<file path="src/rss_pkg.sv">
`timescale 1ns / 1ps
// ----------------------------------------------------------------------------
// rss_pkg
// Shared types, widths and codes for the range session sequencer.
// ----------------------------------------------------------------------------
package rss_pkg;

    // field widths
    localparam int KIND_W     = 2;
    localparam int TIME_W     = 32;
    localparam int DIST_BITS  = 12;
    localparam int FRAC_BITS  = 8;
    localparam int STATUS_W   = 8;
    localparam int VALUE_W    = DIST_BITS + FRAC_BITS;
    localparam int PHASE_W    = 3;
    localparam int EVENT_W    = 4;
    localparam int MS_W       = 20;
    localparam int RANGE_W    = 12;
    localparam int WEIGHT_W   = 9;
    localparam int CFG_IDX_W  = 3;
    localparam int CFG_DATA_W = MS_W;
    localparam int COUNT_W    = 2;

    // average weight is out of 256
    localparam int WEIGHT_SHIFT = 8;
    localparam logic [WEIGHT_W-1:0] WEIGHT_ONE = WEIGHT_W'(256);

    // register reset values
    localparam logic [MS_W-1:0]     ARMING_MS_RST   = MS_W'(2000);
    localparam logic [MS_W-1:0]     COUNTDOWN_MS_RST = MS_W'(5000);
    localparam logic [MS_W-1:0]     SESSION_MS_RST  = MS_W'(60000);
    localparam logic [MS_W-1:0]     END_HOLD_MS_RST = MS_W'(2000);
    localparam logic [MS_W-1:0]     END_TMO_MS_RST  = MS_W'(5000);
    localparam logic [RANGE_W-1:0]  STABLE_MM_RST   = RANGE_W'(25);
    localparam logic [WEIGHT_W-1:0] WEIGHT_RST      = WEIGHT_W'(77);

    typedef enum logic [KIND_W-1:0] {
        KIND_SAMPLE = 2'd0,
        KIND_START  = 2'd1,
        KIND_STOP   = 2'd2
    } kind_e_t;

    typedef enum logic [PHASE_W-1:0] {
        PH_IDLE      = 3'd0,
        PH_ARMING    = 3'd1,
        PH_COUNTDOWN = 3'd2,
        PH_RECORDING = 3'd3,
        PH_END_HOLD  = 3'd4
    } phase_e_t;

    typedef enum logic [EVENT_W-1:0] {
        EV_SAMPLE     = 4'd0,
        EV_START      = 4'd1,
        EV_ARMING     = 4'd2,
        EV_STOP       = 4'd3,
        EV_STOP_IDLE  = 4'd4,
        EV_ERROR      = 4'd5,
        EV_BASELINE   = 4'd6,
        EV_COUNTDOWN  = 4'd7,
        EV_HOLD_STILL = 4'd8,
        EV_REC        = 4'd9,
        EV_END_HOLD   = 4'd10,
        EV_CLEAN      = 4'd11,
        EV_TIMEOUT    = 4'd12
    } event_e_t;

    typedef enum logic [CFG_IDX_W-1:0] {
        REG_ARMING_MS       = 3'd0,
        REG_COUNTDOWN_MS    = 3'd1,
        REG_SESSION_MS      = 3'd2,
        REG_END_HOLD_MS     = 3'd3,
        REG_END_HOLD_TMO_MS = 3'd4,
        REG_STABLE_RANGE_MM = 3'd5,
        REG_SMOOTH_WEIGHT   = 3'd6
    } cfg_reg_e_t;

    typedef struct packed {
        logic [KIND_W-1:0]   kind;
        logic [TIME_W-1:0]   now_ms;
        logic [DIST_BITS-1:0] distance_mm;
        logic                distance_valid;
        logic [STATUS_W-1:0] sensor_status;
    } item_t;

    typedef struct packed {
        logic [EVENT_W-1:0] event_res;
        logic [VALUE_W-1:0] value;
        logic [PHASE_W-1:0] phase;
        logic [TIME_W-1:0]  time_ms;
        logic               last;
    } res_t;

    typedef struct packed {
        logic [COUNT_W-1:0] count;
        res_t               res0;
        res_t               res1;
    } step_out_t;

    typedef struct packed {
        logic [MS_W-1:0]     arm_len;
        logic [MS_W-1:0]     cd_len;
        logic [MS_W-1:0]     rec_max;
        logic [MS_W-1:0]     hold_len;
        logic [MS_W-1:0]     hold_tmo;
        logic [RANGE_W-1:0]  still_mm;
        logic [WEIGHT_W-1:0] smoothing_weight;
    } cfg_t;

endpackage

</file>
<file path="src/rss_item_if.sv">
`timescale 1ns / 1ps
// ----------------------------------------------------------------------------
// rss_item_if
// Valid/ready channel carrying commands and distance samples.
// ----------------------------------------------------------------------------
interface rss_item_if;
    import rss_pkg::*;

    logic                 valid;
    logic                 ready;
    logic [KIND_W-1:0]    kind;
    logic [TIME_W-1:0]    now_ms;
    logic [DIST_BITS-1:0] distance_mm;
    logic                 distance_valid;
    logic [STATUS_W-1:0]  sensor_status;

    modport source (
        output valid, kind, now_ms, distance_mm, distance_valid, sensor_status,
        input  ready
    );

    modport sink (
        input  valid, kind, now_ms, distance_mm, distance_valid, sensor_status,
        output ready
    );
endinterface

</file>
<file path="src/rss_result_if.sv">
`timescale 1ns / 1ps
// ----------------------------------------------------------------------------
// rss_result_if
// Valid/ready channel carrying sequencer events.
// ----------------------------------------------------------------------------
interface rss_result_if;
    import rss_pkg::*;

    logic               valid;
    logic               ready;
    logic [EVENT_W-1:0] event_res;
    logic [VALUE_W-1:0] value;
    logic [PHASE_W-1:0] phase;
    logic [TIME_W-1:0]  time_ms;
    logic               last;

    modport source (
        output valid, event_res, value, phase, time_ms, last,
        input  ready
    );

    modport sink (
        input  valid, event_res, value, phase, time_ms, last,
        output ready
    );
endinterface

</file>
<file path="src/rss_seq.sv">
`timescale 1ns / 1ps
// ----------------------------------------------------------------------------
// rss_seq
// Session state, smoothing datapath and phase sequencing for one item.
// ----------------------------------------------------------------------------
module rss_seq (
    input  logic              clk,
    input  logic              rst_n,
    input  logic              fire,
    input  rss_pkg::item_t    item,
    input  rss_pkg::cfg_t     cfg,
    output rss_pkg::step_out_t step
);
    import rss_pkg::*;

    localparam int DIFF_W = VALUE_W + 1;
    localparam int PROD_W = DIFF_W + WEIGHT_W + 1;
    localparam int ACC_W  = PROD_W - WEIGHT_SHIFT;

    // session state
    phase_e_t            phase_reg, phase_next;
    logic [TIME_W-1:0]   start_reg, start_next;
    logic [VALUE_W-1:0]  avg_reg, avg_next;
    logic                started_reg, started_next;
    logic [VALUE_W-1:0]  low_reg, low_next;
    logic [VALUE_W-1:0]  high_reg, high_next;
    logic                pend_reg, pend_next;

    // datapath
    logic [VALUE_W-1:0]         raw;
    logic [WEIGHT_W-1:0]        w_sat;
    logic signed [DIFF_W-1:0]   diff;
    logic signed [PROD_W-1:0]   prod;
    logic signed [ACC_W-1:0]    delta;
    logic signed [ACC_W-1:0]    acc;
    logic [VALUE_W-1:0]         avg_new;
    logic [VALUE_W-1:0]         lo_base, hi_base, lo_new, hi_new;
    logic [VALUE_W-1:0]         span;
    logic [VALUE_W-1:0]         limit;
    logic                       span_ok;
    logic [TIME_W-1:0]          elapsed;
    logic                       arm_due, cd_due, sess_due, hold_due, tmo_due;
    logic                       good_sample;

    function automatic res_t mk_res(input event_e_t ev, input logic [VALUE_W-1:0] val,
                                    input phase_e_t ph, input logic [TIME_W-1:0] t);
        res_t r;
        r.event_res = ev;
        r.value     = val;
        r.phase     = ph;
        r.time_ms   = t;
        r.last      = 1'b0;
        return r;
    endfunction

    function automatic logic [TIME_W-1:0] ms_ext(input logic [MS_W-1:0] ms);
        return {{(TIME_W - MS_W){1'b0}}, ms};
    endfunction

    // exponential average, window and elapsed time
    always_comb
    begin
        raw     = {item.distance_mm, {FRAC_BITS{1'b0}}};
        w_sat   = (cfg.smoothing_weight > WEIGHT_ONE) ? WEIGHT_ONE : cfg.smoothing_weight;
        diff    = $signed({1'b0, raw}) - $signed({1'b0, avg_reg});
        prod    = diff * $signed({1'b0, w_sat});
        delta   = $signed(prod[PROD_W-1:WEIGHT_SHIFT]);
        acc     = $signed({{(ACC_W - VALUE_W){1'b0}}, avg_reg}) + delta;
        avg_new = started_reg ? acc[VALUE_W-1:0] : raw;
        lo_base = started_reg ? low_reg : raw;
        hi_base = started_reg ? high_reg : raw;
        lo_new  = (avg_new < lo_base) ? avg_new : lo_base;
        hi_new  = (avg_new > hi_base) ? avg_new : hi_base;
        span    = (hi_new >= lo_new) ? (hi_new - lo_new) : '0;
        limit   = {cfg.still_mm, {FRAC_BITS{1'b0}}};
        span_ok = (span <= limit);
        elapsed = item.now_ms - start_reg;
        arm_due  = (elapsed >= ms_ext(cfg.arm_len));
        cd_due   = (elapsed >= ms_ext(cfg.cd_len));
        sess_due = (elapsed >= ms_ext(cfg.rec_max));
        hold_due = (elapsed >= ms_ext(cfg.hold_len));
        tmo_due  = (elapsed >= ms_ext(cfg.hold_tmo));
        good_sample = (phase_reg != PH_IDLE) && item.distance_valid;
    end

    // next state
    always_comb
    begin
        phase_next   = phase_reg;
        start_next   = start_reg;
        avg_next     = avg_reg;
        started_next = started_reg;
        low_next     = low_reg;
        high_next    = high_reg;
        pend_next    = pend_reg;
        if (fire)
        begin
            unique case (kind_e_t'(item.kind))
                KIND_START:
                begin
                    phase_next = PH_ARMING;
                    start_next = item.now_ms;
                    pend_next  = 1'b0;
                end
                KIND_STOP:
                begin
                    if (phase_reg == PH_RECORDING)
                        pend_next = 1'b1;
                    else
                        phase_next = PH_IDLE;
                end
                KIND_SAMPLE:
                begin
                    if (good_sample)
                    begin
                        avg_next     = avg_new;
                        started_next = 1'b1;
                        low_next     = lo_new;
                        high_next    = hi_new;
                        unique case (phase_reg)
                            PH_ARMING:
                            begin
                                if (arm_due)
                                begin
                                    start_next = item.now_ms;
                                    low_next   = avg_new;
                                    high_next  = avg_new;
                                    if (span_ok)
                                        phase_next = PH_COUNTDOWN;
                                end
                            end
                            PH_COUNTDOWN:
                            begin
                                if (cd_due)
                                begin
                                    phase_next = PH_RECORDING;
                                    start_next = item.now_ms;
                                end
                            end
                            PH_RECORDING:
                            begin
                                if (pend_reg || sess_due)
                                begin
                                    phase_next = PH_END_HOLD;
                                    start_next = item.now_ms;
                                    pend_next  = 1'b0;
                                    low_next   = avg_new;
                                    high_next  = avg_new;
                                end
                            end
                            PH_END_HOLD:
                            begin
                                if (hold_due && (span_ok || tmo_due))
                                begin
                                    phase_next   = PH_IDLE;
                                    started_next = 1'b0;
                                end
                            end
                            default:
                            begin
                                phase_next = PH_IDLE;
                            end
                        endcase
                    end
                end
                default:
                begin
                end
            endcase
        end
    end

    // events for the item
    always_comb
    begin
        step.count = '0;
        step.res0  = mk_res(EV_SAMPLE, '0, PH_IDLE, item.now_ms);
        step.res1  = mk_res(EV_SAMPLE, '0, PH_IDLE, item.now_ms);
        unique case (kind_e_t'(item.kind))
            KIND_START:
            begin
                step.count = 2'd2;
                step.res0  = mk_res(EV_START, '0, PH_ARMING, item.now_ms);
                step.res1  = mk_res(EV_ARMING, '0, PH_ARMING, item.now_ms);
            end
            KIND_STOP:
            begin
                step.count = 2'd1;
                if (phase_reg == PH_RECORDING)
                    step.res0 = mk_res(EV_STOP, '0, PH_RECORDING, item.now_ms);
                else
                    step.res0 = mk_res(EV_STOP_IDLE, '0, PH_IDLE, item.now_ms);
            end
            KIND_SAMPLE:
            begin
                if (phase_reg != PH_IDLE && !item.distance_valid)
                begin
                    step.count = 2'd1;
                    step.res0  = mk_res(EV_ERROR,
                                        {{(VALUE_W - STATUS_W){1'b0}}, item.sensor_status},
                                        phase_reg, item.now_ms);
                end
                else if (good_sample)
                begin
                    unique case (phase_reg)
                        PH_ARMING:
                        begin
                            if (arm_due && span_ok)
                            begin
                                step.count = 2'd2;
                                step.res0  = mk_res(EV_BASELINE, avg_new, PH_ARMING,
                                                    item.now_ms);
                                step.res1  = mk_res(EV_COUNTDOWN, '0, PH_COUNTDOWN,
                                                    item.now_ms);
                            end
                            else if (arm_due)
                            begin
                                step.count = 2'd1;
                                step.res0  = mk_res(EV_HOLD_STILL, span, PH_ARMING,
                                                    item.now_ms);
                            end
                        end
                        PH_COUNTDOWN:
                        begin
                            if (cd_due)
                            begin
                                step.count = 2'd1;
                                step.res0  = mk_res(EV_REC, '0, PH_RECORDING, item.now_ms);
                            end
                        end
                        PH_RECORDING:
                        begin
                            step.count = 2'd1;
                            step.res0  = mk_res(EV_SAMPLE, raw, PH_RECORDING, item.now_ms);
                            if (pend_reg || sess_due)
                            begin
                                step.count = 2'd2;
                                step.res1  = mk_res(EV_END_HOLD, '0, PH_END_HOLD,
                                                    item.now_ms);
                            end
                        end
                        PH_END_HOLD:
                        begin
                            if (hold_due && span_ok)
                            begin
                                step.count = 2'd1;
                                step.res0  = mk_res(EV_CLEAN, span, PH_END_HOLD, item.now_ms);
                            end
                            else if (hold_due && tmo_due)
                            begin
                                step.count = 2'd1;
                                step.res0  = mk_res(EV_TIMEOUT, span, PH_END_HOLD,
                                                    item.now_ms);
                            end
                        end
                        default:
                        begin
                        end
                    endcase
                end
            end
            default:
            begin
            end
        endcase
        step.res0.last = (step.count == 2'd1);
        step.res1.last = 1'b1;
    end

    // control state
    always_ff @(posedge clk or negedge rst_n)
    begin
        if (!rst_n)
        begin
            phase_reg   <= PH_IDLE;
            start_reg   <= '0;
            avg_reg     <= '0;
            started_reg <= 1'b0;
            low_reg     <= '1;
            high_reg    <= '0;
            pend_reg    <= 1'b0;
        end
        else
        begin
            phase_reg   <= phase_next;
            start_reg   <= start_next;
            avg_reg     <= avg_next;
            started_reg <= started_next;
            low_reg     <= low_next;
            high_reg    <= high_next;
            pend_reg    <= pend_next;
        end
    end

    // a start always lands in arming with no stop pending
    a_start_arms: assert property (@(posedge clk) disable iff (!rst_n)
        fire && item.kind == KIND_START |=> phase_reg == PH_ARMING && !pend_reg)
        else $error("start did not enter arming");

    // a pending stop only exists while recording
    a_pend_rec: assert property (@(posedge clk) disable iff (!rst_n)
        pend_reg |-> phase_reg == PH_RECORDING)
        else $error("stop pending outside recording");

    // with two events only the second is marked last
    a_two_last: assert property (@(posedge clk) disable iff (!rst_n)
        fire && step.count == 2'd2 |-> step.res1.last && !step.res0.last)
        else $error("last flag misplaced");

endmodule

</file>
<file path="src/rss_res_buf.sv">
`timescale 1ns / 1ps
// ----------------------------------------------------------------------------
// rss_res_buf
// Two-slot event buffer that takes all events of one item at once and
// hands them out one transaction per cycle while the receiver is ready.
// ----------------------------------------------------------------------------
module rss_res_buf (
    input  logic                clk,
    input  logic                rst_n,
    input  logic                wr,
    input  rss_pkg::step_out_t  wr_data,
    output logic                room,
    rss_result_if.source        events
);
    import rss_pkg::*;

    res_t               slot0_reg, slot0_next;
    res_t               slot1_reg, slot1_next;
    logic [COUNT_W-1:0] cnt_reg, cnt_next;
    logic               pop;

    // output side
    assign pop              = events.valid && events.ready;
    assign events.valid     = (cnt_reg != '0);
    assign events.event_res = slot0_reg.event_res;
    assign events.value     = slot0_reg.value;
    assign events.phase     = slot0_reg.phase;
    assign events.time_ms   = slot0_reg.time_ms;
    assign events.last      = slot0_reg.last;

    // space for a full item once the current head leaves
    assign room = (cnt_reg == 2'd0) || (cnt_reg == 2'd1 && pop);

    // fill or shift
    always_comb
    begin
        slot0_next = slot0_reg;
        slot1_next = slot1_reg;
        cnt_next   = cnt_reg;
        if (wr)
        begin
            slot0_next = wr_data.res0;
            slot1_next = wr_data.res1;
            cnt_next   = wr_data.count;
        end
        else if (pop)
        begin
            slot0_next = slot1_reg;
            cnt_next   = cnt_reg - 2'd1;
        end
    end

    always_ff @(posedge clk or negedge rst_n)
    begin
        if (!rst_n)
            cnt_reg <= '0;
        else
            cnt_reg <= cnt_next;
    end

    always_ff @(posedge clk)
    begin
        slot0_reg <= slot0_next;
        slot1_reg <= slot1_next;
    end

    // a lone held event is always the final one of its item
    a_lone_last: assert property (@(posedge clk) disable iff (!rst_n)
        cnt_reg == 2'd1 |-> slot0_reg.last)
        else $error("single held event not marked last");

    // second event moves to the head after the first leaves
    a_shift: assert property (@(posedge clk) disable iff (!rst_n)
        pop && !wr && cnt_reg == 2'd2 |=> slot0_reg == $past(slot1_reg))
        else $error("second event lost on shift");

    // writer never overruns the buffer
    a_no_overrun: assert property (@(posedge clk) disable iff (!rst_n)
        wr |-> cnt_reg == 2'd0 || (cnt_reg == 2'd1 && pop))
        else $error("event buffer overrun");

endmodule

</file>
<file path="src/range_session_sequencer_core.sv">
`timescale 1ns / 1ps
// ----------------------------------------------------------------------------
// range_session_sequencer_core
// Ranging session sequencer: smooths distance samples, tracks the window
// span and steps through arming, countdown, recording and end hold.
// ----------------------------------------------------------------------------
// path: an item taken is registered in item_reg, its events in the output
//   buffer, which must have room for the whole item before it is written
// throughput: one item per cycle with at most one event and no receiver stall;
//   a two-event item holds the next until its second event leaves the port
// reset: phase idle, average and window cleared, registers to their defaults
// ----------------------------------------------------------------------------
module range_session_sequencer_core (
    input  logic                            clk,
    input  logic                            rst_n,
    rss_item_if.sink                        items,
    rss_result_if.source                    events,
    input  logic                            cfg_wr_en,
    input  logic [rss_pkg::CFG_IDX_W-1:0]   cfg_index,
    input  logic [rss_pkg::CFG_DATA_W-1:0]  cfg_data
);
    import rss_pkg::*;

    item_t     item_reg;
    logic      vld_reg;
    cfg_t      cfg_reg;
    logic      room;
    logic      fire;
    logic      accept;
    step_out_t step;

    // input register handshake
    assign fire        = vld_reg && room;
    assign items.ready = !vld_reg || fire;
    assign accept      = items.valid && items.ready;

    always_ff @(posedge clk or negedge rst_n)
    begin
        if (!rst_n)
            vld_reg <= 1'b0;
        else if (accept)
            vld_reg <= 1'b1;
        else if (fire)
            vld_reg <= 1'b0;
    end

    always_ff @(posedge clk)
    begin
        if (accept)
        begin
            item_reg.kind           <= items.kind;
            item_reg.now_ms         <= items.now_ms;
            item_reg.distance_mm    <= items.distance_mm;
            item_reg.distance_valid <= items.distance_valid;
            item_reg.sensor_status  <= items.sensor_status;
        end
    end

    // configuration registers
    always_ff @(posedge clk or negedge rst_n)
    begin
        if (!rst_n)
        begin
            cfg_reg.arm_len          <= ARMING_MS_RST;
            cfg_reg.cd_len           <= COUNTDOWN_MS_RST;
            cfg_reg.rec_max          <= SESSION_MS_RST;
            cfg_reg.hold_len         <= END_HOLD_MS_RST;
            cfg_reg.hold_tmo         <= END_TMO_MS_RST;
            cfg_reg.still_mm         <= STABLE_MM_RST;
            cfg_reg.smoothing_weight <= WEIGHT_RST;
        end
        else if (cfg_wr_en)
        begin
            unique case (cfg_reg_e_t'(cfg_index))
                REG_ARMING_MS:       cfg_reg.arm_len          <= cfg_data[MS_W-1:0];
                REG_COUNTDOWN_MS:    cfg_reg.cd_len           <= cfg_data[MS_W-1:0];
                REG_SESSION_MS:      cfg_reg.rec_max          <= cfg_data[MS_W-1:0];
                REG_END_HOLD_MS:     cfg_reg.hold_len         <= cfg_data[MS_W-1:0];
                REG_END_HOLD_TMO_MS: cfg_reg.hold_tmo         <= cfg_data[MS_W-1:0];
                REG_STABLE_RANGE_MM: cfg_reg.still_mm         <= cfg_data[RANGE_W-1:0];
                REG_SMOOTH_WEIGHT:   cfg_reg.smoothing_weight <= cfg_data[WEIGHT_W-1:0];
                default:
                begin
                end
            endcase
        end
    end

    // sequencing and smoothing
    rss_seq u_seq (
        .clk   (clk),
        .rst_n (rst_n),
        .fire  (fire),
        .item  (item_reg),
        .cfg   (cfg_reg),
        .step  (step)
    );

    // event output buffer
    rss_res_buf u_res_buf (
        .clk     (clk),
        .rst_n   (rst_n),
        .wr      (fire),
        .wr_data (step),
        .room    (room),
        .events  (events)
    );

endmodule

</file>
<file path="src/flat_wrapper.sv">
// flat-port wrapper written by rule: the top's interface ports become plain ports
module range_session_sequencer_core_flat import rss_pkg::*;
  (clk, rst_n, cfg_wr_en, cfg_index, cfg_data, items_valid, items_kind, items_now_ms, items_distance_mm, items_distance_valid, items_sensor_status, items_ready, events_valid, events_event_res, events_value, events_phase, events_time_ms, events_last, events_ready);
  rss_item_if items_i ();
  rss_result_if events_i ();
  input  logic clk;
  input  logic rst_n;
  input  logic cfg_wr_en;
  input  logic [rss_pkg::CFG_IDX_W-1:0] cfg_index;
  input  logic [rss_pkg::CFG_DATA_W-1:0] cfg_data;
  input wire logic [$bits(items_i.valid)-1:0] items_valid;
  input wire logic [$bits(items_i.kind)-1:0] items_kind;
  input wire logic [$bits(items_i.now_ms)-1:0] items_now_ms;
  input wire logic [$bits(items_i.distance_mm)-1:0] items_distance_mm;
  input wire logic [$bits(items_i.distance_valid)-1:0] items_distance_valid;
  input wire logic [$bits(items_i.sensor_status)-1:0] items_sensor_status;
  output wire logic [$bits(items_i.ready)-1:0] items_ready;
  output wire logic [$bits(events_i.valid)-1:0] events_valid;
  output wire logic [$bits(events_i.event_res)-1:0] events_event_res;
  output wire logic [$bits(events_i.value)-1:0] events_value;
  output wire logic [$bits(events_i.phase)-1:0] events_phase;
  output wire logic [$bits(events_i.time_ms)-1:0] events_time_ms;
  output wire logic [$bits(events_i.last)-1:0] events_last;
  input wire logic [$bits(events_i.ready)-1:0] events_ready;
  assign items_i.valid = items_valid;
  assign items_i.kind = items_kind;
  assign items_i.now_ms = items_now_ms;
  assign items_i.distance_mm = items_distance_mm;
  assign items_i.distance_valid = items_distance_valid;
  assign items_i.sensor_status = items_sensor_status;
  assign items_ready = items_i.ready;
  assign events_valid = events_i.valid;
  assign events_event_res = events_i.event_res;
  assign events_value = events_i.value;
  assign events_phase = events_i.phase;
  assign events_time_ms = events_i.time_ms;
  assign events_last = events_i.last;
  assign events_i.ready = events_ready;
  range_session_sequencer_core u_core (.clk(clk), .rst_n(rst_n), .items(items_i), .events(events_i), .cfg_wr_en(cfg_wr_en), .cfg_index(cfg_index), .cfg_data(cfg_data));
endmodule
</file>
<file path="config.mk">
export PLATFORM = sky130hd
export DESIGN_NAME = range_session_sequencer_core_flat
export DESIGN_NICKNAME = d
export VERILOG_FILES = /design/src/rss_pkg.sv /design/src/rss_item_if.sv /design/src/rss_result_if.sv /design/src/rss_seq.sv /design/src/rss_res_buf.sv /design/src/range_session_sequencer_core.sv /design/src/flat_wrapper.sv
export SDC_FILE = /design/constraint.sdc
export NUM_CORES = 1
export LEC_CHECK = 0
export BUFFER_PORTS_ARGS = -buffer_cell sky130_fd_sc_hd__clkbuf_2
export CORE_AREA = 3 3 232 234
export CTS_CLUSTER_SIZE = 16
export DETAILED_ROUTE_END_ITERATION = 6
export DIE_AREA = 0 0 235 237
export PLACE_DENSITY = 0.85
export SLEW_MARGIN = 20
export SYNTH_ARGS = -nofsm -noshare
export SYNTH_HDL_FRONTEND = slang
export SYNTH_SLANG_ARGS = --single-unit
</file>
<file path="constraint.sdc">
create_clock -name clk -period 41.1 [get_ports clk]
set_input_delay 8.22 -clock clk [delete_from_list [all_inputs] [get_ports clk]]
set_output_delay 8.22 -clock clk [all_outputs]
set_load 0.05 [all_outputs]
</file>
* Word-level counts from Yosys, hierarchy flattened
Cells that the tools add are included.
** Word-level totals
- Register bits :: 395
- Output and inout bits :: 62
** Operators by class
- Add/sub/neg operators :: 5
- Multipliers :: 1
- Magnitude comparators :: 10
- Eq/ne operators :: 25
- Multiplexer cells :: 57
- Reduce and logical (&&, ||, !) cells :: 36
** Operator list (number)
- $pmux 62 s4 :: 1
- $mux 61 :: 4
- $mux 60 :: 4
- $pmux 60 s2 :: 2
- $mux 20 :: 10
- $pmux 62 s3 :: 1
- $ge 32x20->1 :: 5
- $mux 32 :: 4
- $mux 62 :: 2
- $mux 122 :: 1
- $mux 59 :: 2
- $pmux 32 s3 :: 1
- $pmux 20 s2 :: 2
- $pmux 32 s2 :: 1
- $sub 32x32->32 :: 1
- $mul 21x10->28 :: 1
- $mux 3 :: 7
- $sub 20x20->21 :: 1
- $add 20x20->20 :: 1
- $ge 20x20->1 :: 1
- $gt 20x20->1 :: 1
- $le 20x20->1 :: 1
- $lt 20x20->1 :: 1
- $sub 20x20->20 :: 1
- 28 further kinds :: 78

* Logic depth before layout (Yosys ltp)
Gate-level depths: netlist (run 1).
- Depth in word-level cells :: 18
- Gate-level depth with buffers :: 77
- Gate-level depth less buffers :: 75

* By module
From an unflattened synthesis (run 1), not the netlist that was laid out.
** Unflattened totals
- Cells, all modules :: 3155
- Area total of the unflattened synthesis :: 31963.2 µm²
** By module, submodules not included
- rss_seq :: instances 1, cells an instance 2630, area an instance 20953.8 µm², seq. area each 2452.4 µm²
- range_session_sequencer_core :: instances 1, cells an instance 320, area an instance 6319.8 µm², seq. area each 4749.6 µm²
- rss_res_buf :: instances 1, cells an instance 205, area an instance 4689.5 µm², seq. area each 3653.5 µm²

* Least setup slack after synthesis (run 1)
Ideal clock, no wire load.
- Path kind :: input to output
- Start :: input events_ready
- End :: output items_ready
- Arrival time :: 8.685 ns
- Required time :: 32.880 ns
- Path slack :: 24.195 ns
- Cell stages on the path :: 2
- Path buffers :: 0
- Path through :: a21oi_1 -> nand2_1
** Between the ends
- Word-level cells in the longest chain between the ends :: 5
** RTL lines
- start: declaration :: line flat_wrapper.sv:24 : input wire logic [$bits(events_i.ready)-1:0] events_ready;
- $logic_and 1x1->1 :: line rss_res_buf.sv:23 : assign pop = events.valid && events.ready;
- $logic_and 1x1->1 :: line rss_res_buf.sv:32 : assign room = (cnt_reg == 2'd0) || (cnt_reg == 2'd1 && pop);
- $logic_or 1x1->1 :: line rss_res_buf.sv:32
- $logic_and 1x1->1 :: line range_session_sequencer_core.sv:33 : assign fire = vld_reg && room;
- $logic_or 1x1->1 :: line range_session_sequencer_core.sv:34 : assign items.ready = !vld_reg || fire;
- end: declaration :: line flat_wrapper.sv:17 : output wire logic [$bits(items_i.ready)-1:0] items_ready;
Every way passes these cells.

* Final worst setup path (run 1)
- Start :: register u_core.u_seq.avg_reg[3]
- End :: register u_core.u_res_buf.slot0_reg (netlist bit u_core.u_res_buf.events.value[6]) (data pin)
** Between the ends
- Word-level cells in the longest chain between the ends :: 16
- Elaborated cells on any way between the ends :: 23
** RTL lines
- start: declaration :: line rss_seq.sv:23 : logic [VALUE_W-1:0] avg_reg, avg_next;
- start signal: assignment :: line rss_seq.sv:287 : avg_reg <= avg_next;
- $sub 20x20->21 :: line rss_seq.sv:65 : diff = $signed({1'b0, raw}) - $signed({1'b0, avg_reg});
- $mul 21x10->28 :: line rss_seq.sv:66 : prod = diff * $signed({1'b0, w_sat});
- $add 20x20->20 (*) :: line rss_seq.sv:68 : acc = $signed({{(ACC_W - VALUE_W){1'b0}}, avg_reg}) + delta;
- $mux 20 (*) :: line rss_seq.sv:69 : avg_new = started_reg ? acc[VALUE_W-1:0] : raw;
- net u_core.u_seq.avg_new[16] :: line rss_seq.sv:36 : logic [VALUE_W-1:0] avg_new;
- $gt 20x20->1 or $lt 20x20->1 (tied branches) :: line rss_seq.sv:73, rss_seq.sv:72
- $mux 20, on equally long branches :: line rss_seq.sv:73, rss_seq.sv:72
- $sub 20x20->20 or $ge 20x20->1 (tied branches) :: line rss_seq.sv:74 : span = (hi_new >= lo_new) ? (hi_new - lo_new) : '0;
- $mux 20 (*) :: line rss_seq.sv:74
- $le 20x20->1 :: line rss_seq.sv:76 : span_ok = (span <= limit);
- $logic_and 1x1->1, on equally long branches :: line rss_seq.sv:244, rss_seq.sv:208
- $mux 61 or $mux 62 (tied branches) :: line rss_seq.sv:244, rss_seq.sv:208
- $pmux 62 s4 (*) :: line rss_seq.sv:205 : unique case (phase_reg)
- $mux 122 (*) :: line rss_seq.sv:203 : else if (good_sample)
- $mux 62 (*) :: line rss_seq.sv:196 : if (phase_reg != PH_IDLE && !item.distance_valid)
- $pmux 62 s3 (*) :: line rss_seq.sv:179 : unique case (kind_e_t'(item.kind))
- $mux 60 (*) :: line rss_res_buf.sv:40 : if (wr)
- end signal: assignment :: line rss_res_buf.sv:63 : slot0_reg <= slot0_next;
- end: declaration :: line rss_res_buf.sv:17 : res_t slot0_reg, slot0_next;
The timed path passes the listed nets; every way through them passes the cells marked *.
A chain may end at the register's enable or synchronous reset.

==> results_dict.tcl, run 1 <==
set metrics [dict create \
    ctsHoldBuffers 0 \
    final_max_slew_viol_count 0 \
    die-area_um2 55700 \
    grt_pass1_vias 23810 \
    area_growth_pct 9.649 \
    cts_buffers 41 \
    hold_violations 0 \
    avgRoutedWirePerCell_um 19.60 \
    grt-busiest-layer "met2" \
    core_area_um2 52240 \
    layout-drive-gt1-share_pct 12.92 \
    cts-root-buf "clkbuf_16" \
    crit_required_ns 41.50 \
    start_util_pct 56.53 \
    first_pass_iters 7 \
    crit_slowest_cell "nand2_1" \
    multi_input_area_um2 17650 \
    die_h_um 237 \
    period_needed_ns 17.99 \
    track_usage_pct 27.96 \
    setup_violations 0 \
    hold_path_class "flip-flop to flip-flop" \
    tns_ns 0 \
    clock-sinks 372 \
    routed_via_density 5.958 \
    ys_seq_elements 372 \
    path_clk_slew_ns 0.06 \
    reg2reg_slack_ns 23.11 \
    netlist_area_um2 29530 \
    largest_reg_flops 121 \
    cts_resized 0 \
    fill_cells 4114 \
    postCtsSetupBuffers 0 \
    grt_pass1_wl_um 126100 \
    status "complete, but fails checks" \
    met2_usage_pct 47.11 \
    yosysTopAreaCellShare_pct 15.36 \
    drv_cap 0 \
    cp-start-kind "flip-flop" \
    maxSlewHeadroom_pct 29.25 \
    synthFlopType "dfrtp_1" \
    final_nets 3785 \
    worstSetupEndpoint "u_core.u_res_buf.events.value[6]" \
    rows 84 \
    reg2reg_depth 64 \
    ff_latch_area_um2 10140 \
    grt_overflow 0 \
    min_period_over_period_pct 43.76 \
    finClkSkew_ns 0.03068 \
    r2r_end "u_core.u_res_buf.events.value[6]" \
    worstPathMaxFanout 26 \
    reg2reg_from "u_core.u_seq.avg_reg[3]" \
    endpoint_kind "flip-flop" \
    ys_async_sr_fraction_pct 59.41 \
    crit_arrival_ns 18.39 \
    use_met1_pct 34.90 \
    worstMarginPinSlew_ns 1.059 \
    max_freq_mhz 55.60 \
    clock_latency_ns 0.59 \
    ys_seq_area_share_pct 34.32 \
    rsz0062_at_grt "no" \
    yosysMostFrequentCell "nand2_1" \
    setup.worst_path.start "u_core.u_seq.avg_reg[3]" \
    synth_edf_count 151 \
    max_stage_delay_ns 0.71 \
    yosysTopAreaCell "edfxtp_1" \
    clk_path_buf_depth 3 \
    dp_hpwl_um 58540 \
    violations "DRC" \
    gp_congestion 1.003 \
    grt_max_degree 99 \
    ant_nets 0 \
    synth_cells 3150 \
    synth_nets 3679 \
    finalWirelength_um 77970 \
    numPortBuffers 144 \
    avgSynthCellArea_um2 9.374 \
    criticalPathCategory "flip-flop to flip-flop" \
    vias 23700 \
    dr.first_iter.drc_count 2049 \
    grt_antenna_before_repair 0 \
    htreeDepth 2 \
    die_w_um 235 \
    yosys-top-cells-area "edfxtp_1 15%, dfrtp_1 14%, ha_1 13%" \
    top_level_ports 145 \
    yosys_warnings 0 \
    drcViolationCount 1 \
    tritoncts "built" \
    synth_commonest_cells "443 x nand2_1, 363 x inv_1, 299 x ha_1" \
    grt_util_met3_pct 4.286 \
    synth_cell_types 88 \
]
==> how the worst min path moves through the flow <==
stage | startpoint | end | slack [ns] | cells after the start
2_1_floorplan | u_core.u_seq.low_reg[15] | u_core.u_seq.low_reg[15] | 0.43 | 2
3_3_place_gp | u_core.u_seq.low_reg[13] | u_core.u_seq.low_reg[13] | 0.44 | 2
3_5_place_dp | u_core.u_seq.low_reg[14] | u_core.u_seq.low_reg[14] | 0.45 | 2
4_1_cts | u_core.u_seq.low_reg[14] | u_core.u_seq.low_reg[14] | 0.45 | 2
5_1_grt | u_core.u_seq.low_reg[14] | u_core.u_seq.low_reg[14] | 0.47 | 2
6_report | u_core.u_seq.low_reg[14] | u_core.u_seq.low_reg[14] | 0.45 | 2
==> through the flow <==
stage               area [um^2]  setup slack, ns  cells  utilization [%]  hold WS, ns
global route              32370            21.89   3977            61.98       0.4678
finish                    32380            23.11   3978            61.98       0.4542
global placement          30920            24.05   3901            59.19       0.4414
CTS                       32370            23.33   3977            61.97       0.4543
floorplan                 29530            24.20   3150                -       0.4346
detailed placement        30920            23.31   3901            59.19       0.4454
==> critical path, delay by kind of cell (launching register included) <==
family | cells | cell delay (ns)
adder cells (fa/ha/maj) | 11 | 4.65
AO/OA/AOI/OAI | 23 | 5.57
flip-flops | 1 | 0.46
AND/OR/NAND/NOR | 22 | 5.65
XOR/XNOR | 4 | 1.07
buffers and inverters | 4 | 0.39
==> layer usage <==
layer / routed length, um / up-vias / part of all wire, %
li1: - / 11020 / -
met1: 30350 / 11410 / 39
met2: 37560 / 997 / 48
met3: 5403 / 274 / 6.9
met4: 4654 / 0 / 6.0
met5: 0 / - / 0
==> logic make-up (layout without fill, tap and decap cells) <==
family / Yosys count / count (layout) / synth area share (%)
compound gates: 702 / 702 / 15.12
xor+xnor: 100 / 100 / 3.013
fa+ha+maj: 446 / 446 / 22.64
buf+inv: 469 / 608 / 6.043
flops: 372 / 372 / 34.32
mux: 101 / 101 / 3.784
other cells: 0 / 1 / 0
simple gates: 960 / 960 / 15.08
==> placed cells by master (no fill, tap or decap), types with 32 or more instances in the layout <==
| cell type | Yosys | layout |
|---|---|---|
| dfstp_2 | 56 | 56 |
| ha_1 | 299 | 299 |
| a21o_1 | 84 | 84 |
| nand3_1 | 36 | 36 |
| o21a_1 | 32 | 32 |
| xor2_1 | 34 | 34 |
| clkbuf_2 | 0 | 143 |
| clkbuf_16 | 0 | 41 |
| nor2b_1 | 67 | 65 |
| nand2_1 | 443 | 442 |
| nor2_1 | 178 | 177 |
| and2_1 | 52 | 51 |
| inv_1 | 363 | 362 |
| mux2_2 | 85 | 85 |
| xnor2_1 | 65 | 65 |
| edfxtp_1 | 151 | 151 |
| o21ai_0 | 207 | 207 |
| a21oi_1 | 182 | 182 |
| nand2b_1 | 42 | 41 |
| fa_1 | 147 | 147 |
| dfrtp_1 | 165 | 164 |
==> area by class of cell <==
type,count,area share (%)
Tap cell,688,2.659
Antenna cell,1,0.007729
Timing Repair Buffer,168,2.813
Clock inverter,22,1.074
Multi-Input combinational cell,2309,54.51
Clock buffer,54,3.412
Sequential cell,372,31.31
Inverter,364,4.220
Power of run 1 is not shown: default switching activity piles up to over one toggle a cycle in this logic, so the estimate is an artifact.
==> inputs of run 2 (changes only) <==
Settings changed: ABC_AREA set to 1, CORE_AREA 3 3 232 234 to 3 3 237 239, DIE_AREA 0 0 235 237 to 0 0 240 242.
Clock period 41.1 ns to 18.4 ns, I/O delays scaled along.
==> results_dict.tcl, run 2 <==
set metrics [dict create \
    status "finished, final reports clean" \
    worstMarginPinSlew_ns 1.094 \
    ant_nets 0 \
    grt_pass1_wl_um 134300 \
    finalWirelength_um 83100 \
    cp-start-kind "flip-flop" \
    final_nets 4499 \
    min_from "u_core.cfg_reg[73]" \
    crit_slowest_cell "clkinv_1" \
    yosys-top-cells-area "edfxtp_1 15%, dfrtp_1 13%, ha_1 12%" \
    routed_via_density 5.684 \
    synth_edf_count 151 \
    cts-root-buf "clkbuf_16" \
    setup_violations 0 \
    ys_seq_elements 372 \
    first_pass_iters 6 \
    synth_cell_types 65 \
    hold_path_end "u_core.cfg_reg[73]" \
    grt_antenna_before_repair 0 \
    r2r_end "u_core.u_res_buf.events.last" \
    critPathTopFamily "simple AND/OR/NAND/NOR gates" \
    crit_arrival_ns 16.68 \
    netlist_area_um2 30720 \
    reg2reg_slack_ns 2.01 \
    tritoncts "built" \
    crit_buf_inv 12 \
    clock_latency_ns 0.58 \
    grt_max_degree 97 \
    top_level_ports 145 \
    diodes 0 \
    layout-drive-gt1-share_pct 10.35 \
    core_area_um2 54030 \
    layout_commonest_cell "nand2_1" \
    area_growth_pct 8.875 \
    rsz0062_at_grt "no" \
    numPortBuffers 144 \
    drcViolationCount 0 \
    crit_required_ns 18.69 \
    die_h_um 242 \
    avgRoutedWirePerCell_um 17.69 \
    ys_seq_area_share_pct 32.99 \
    yosys_warnings 0 \
    die_w_um 240 \
    clock-sinks 372 \
    crit_top_cell "nand2_1" \
    vias 26700 \
    final_cells 4697 \
    finClkSkew_ns 0.05004 \
    track_usage_pct 28.60 \
    hold_violations 0 \
    max_stage_delay_ns 0.67 \
    yosysTopAreaCell "edfxtp_1" \
    dr.first_iter.drc_count 2494 \
    synth_nets 4386 \
    endpoint_kind "flip-flop" \
    max_freq_mhz 61.03 \
    avgSynthCellArea_um2 7.965 \
    synth_cells 3857 \
    reg2reg_from "u_core.u_seq.avg_reg[0]" \
    ctsHoldBuffers 0 \
    mostFrequentLayoutCells "865 x nand2_1, 665 x inv_1, 324 x o21ai_0, 299 x ha_1, 296 x nor2_1" \
    fill_cells 4515 \
    tns_ns 0 \
    criticalPathCategory "flip-flop to flip-flop" \
    die-area_um2 58080 \
    path_clk_slew_ns 0.07 \
    cts_resized 0 \
    gp_congestion 0.9997 \
    ys_async_sr_fraction_pct 59.41 \
    drv_cap 0 \
    grt_overflow 0 \
    yosysMostFrequentCell "nand2_1" \
    reg2reg_depth 77 \
    holdPathStages 2 \
    period_needed_ns 16.39 \
    cts_buffers 40 \
    dp_cells 4624 \
    synth_commonest_cells "869 x nand2_1, 666 x inv_1, 324 x o21ai_0" \
    min_period_over_period_pct 89.05 \
    synthFlopType "dfrtp_1" \
    start_util_pct 56.86 \
    worstPathMaxFanout 22 \
    hold_path_class "flip-flop to flip-flop" \
    clk_path_buf_depth 3 \
    postCtsSetupBuffers 0 \
    final_max_slew_viol_count 0 \
    largest_reg_flops 121 \
    grt_pass1_vias 26170 \
    yosysTopAreaCellShare_pct 14.76 \
    maxSlewHeadroom_pct 26.59 \
    htreeDepth 2 \
    dp_hpwl_um 63150 \
    rows 85 \
]
==> run 2: cell types whose count changed after synthesis, moves of 42 or more <==
cell	change
mux2_2	-85
nand2b_1	-42
o21ai_0	+117
nand2_1	+426
nor2b_1	-67
a21o_1	-73
nand3_1	+55
inv_1	+303
and2_1	-50
a21oi_1	+69
nor2_1	+121
==> run 2: kinds of logic after synthesis <==
| family | count (synthesis) | synth area share [%] |
|---|---|---|
| xor gates and xnor gates | 78 | 2.224 |
| adders and majority gates | 446 | 21.76 |
| buffers and inverters | 777 | 9.722 |
| DFF | 372 | 32.99 |
| and+or+nand+nor | 1407 | 19.04 |
| AOI/OAI and AO/OA | 777 | 14.26 |
==> run 2: area by class of cell <==
| class | count | area (um^2) | share of cell area (%) |
|---|---|---|---|
| Tap cell | 696 | 870.8 | 2.604 |
| Clock buffer | 51 | 1095 | 3.273 |
| Timing Repair Buffer | 165 | 888.4 | 2.656 |
| Clock inverter | 22 | 261.5 | 0.7819 |
| Sequential cell | 372 | 10140 | 30.31 |
| Inverter | 683 | 2564 | 7.665 |
| Multi-Input combinational cell | 2708 | 17630 | 52.71 |
==> run 2: metrics by stage <==
stage	setup WS, ns	hold WS (ns)	instance area [um^2]	util, %
6_report	2.014	0.4857	33450	61.91
5_1_grt	0.7224	0.5012	33450	61.91
4_1_cts	2.482	0.4875	33430	61.88
3_5_place_dp	2.548	0.4727	32080	59.37
3_3_place_gp	3.134	0.4662	32080	59.37
2_1_floorplan	5.038	0.4264	30720	-
==> run 2: worst max path at each step <==
stage	from	to	cells after the start
6_report	u_core.u_seq.avg_reg[0]	u_core.u_res_buf.events.last	77
5_1_grt	u_core.u_seq.avg_reg[0]	u_core.u_res_buf.events.last	81
4_1_cts	u_core.u_seq.avg_reg[0]	u_core.u_res_buf.events.last	77
3_5_place_dp	u_core.u_seq.avg_reg[0]	u_core.u_res_buf.events.last	80
3_3_place_gp	u_core.u_seq.avg_reg[0]	u_core.u_res_buf.events.last	89
2_1_floorplan	u_core.u_seq.avg_reg[0]	u_core.u_res_buf.events.last	90
==> run 2: worst register-to-register path: cells and delay by family (launching register included) <==
kind / cells / cell delay, ns
buf+inv: 12 / 1.52
xor+xnor: 3 / 1.02
flops: 1 / 0.43
fa+ha+maj: 11 / 4.58
compound gates: 14 / 3.06
simple gates: 37 / 5.51
==> run 2: per-layer routing <==
metal	GRT usage [%]	wire (um)	vias up
met3	3.882	6087	255
met1	37.22	33760	12550
met4	13.03	4095	0
li1	-	-	12730
met5	0	0	-
met2	47.48	39160	1157
Power of run 2 is left out for the same reason.
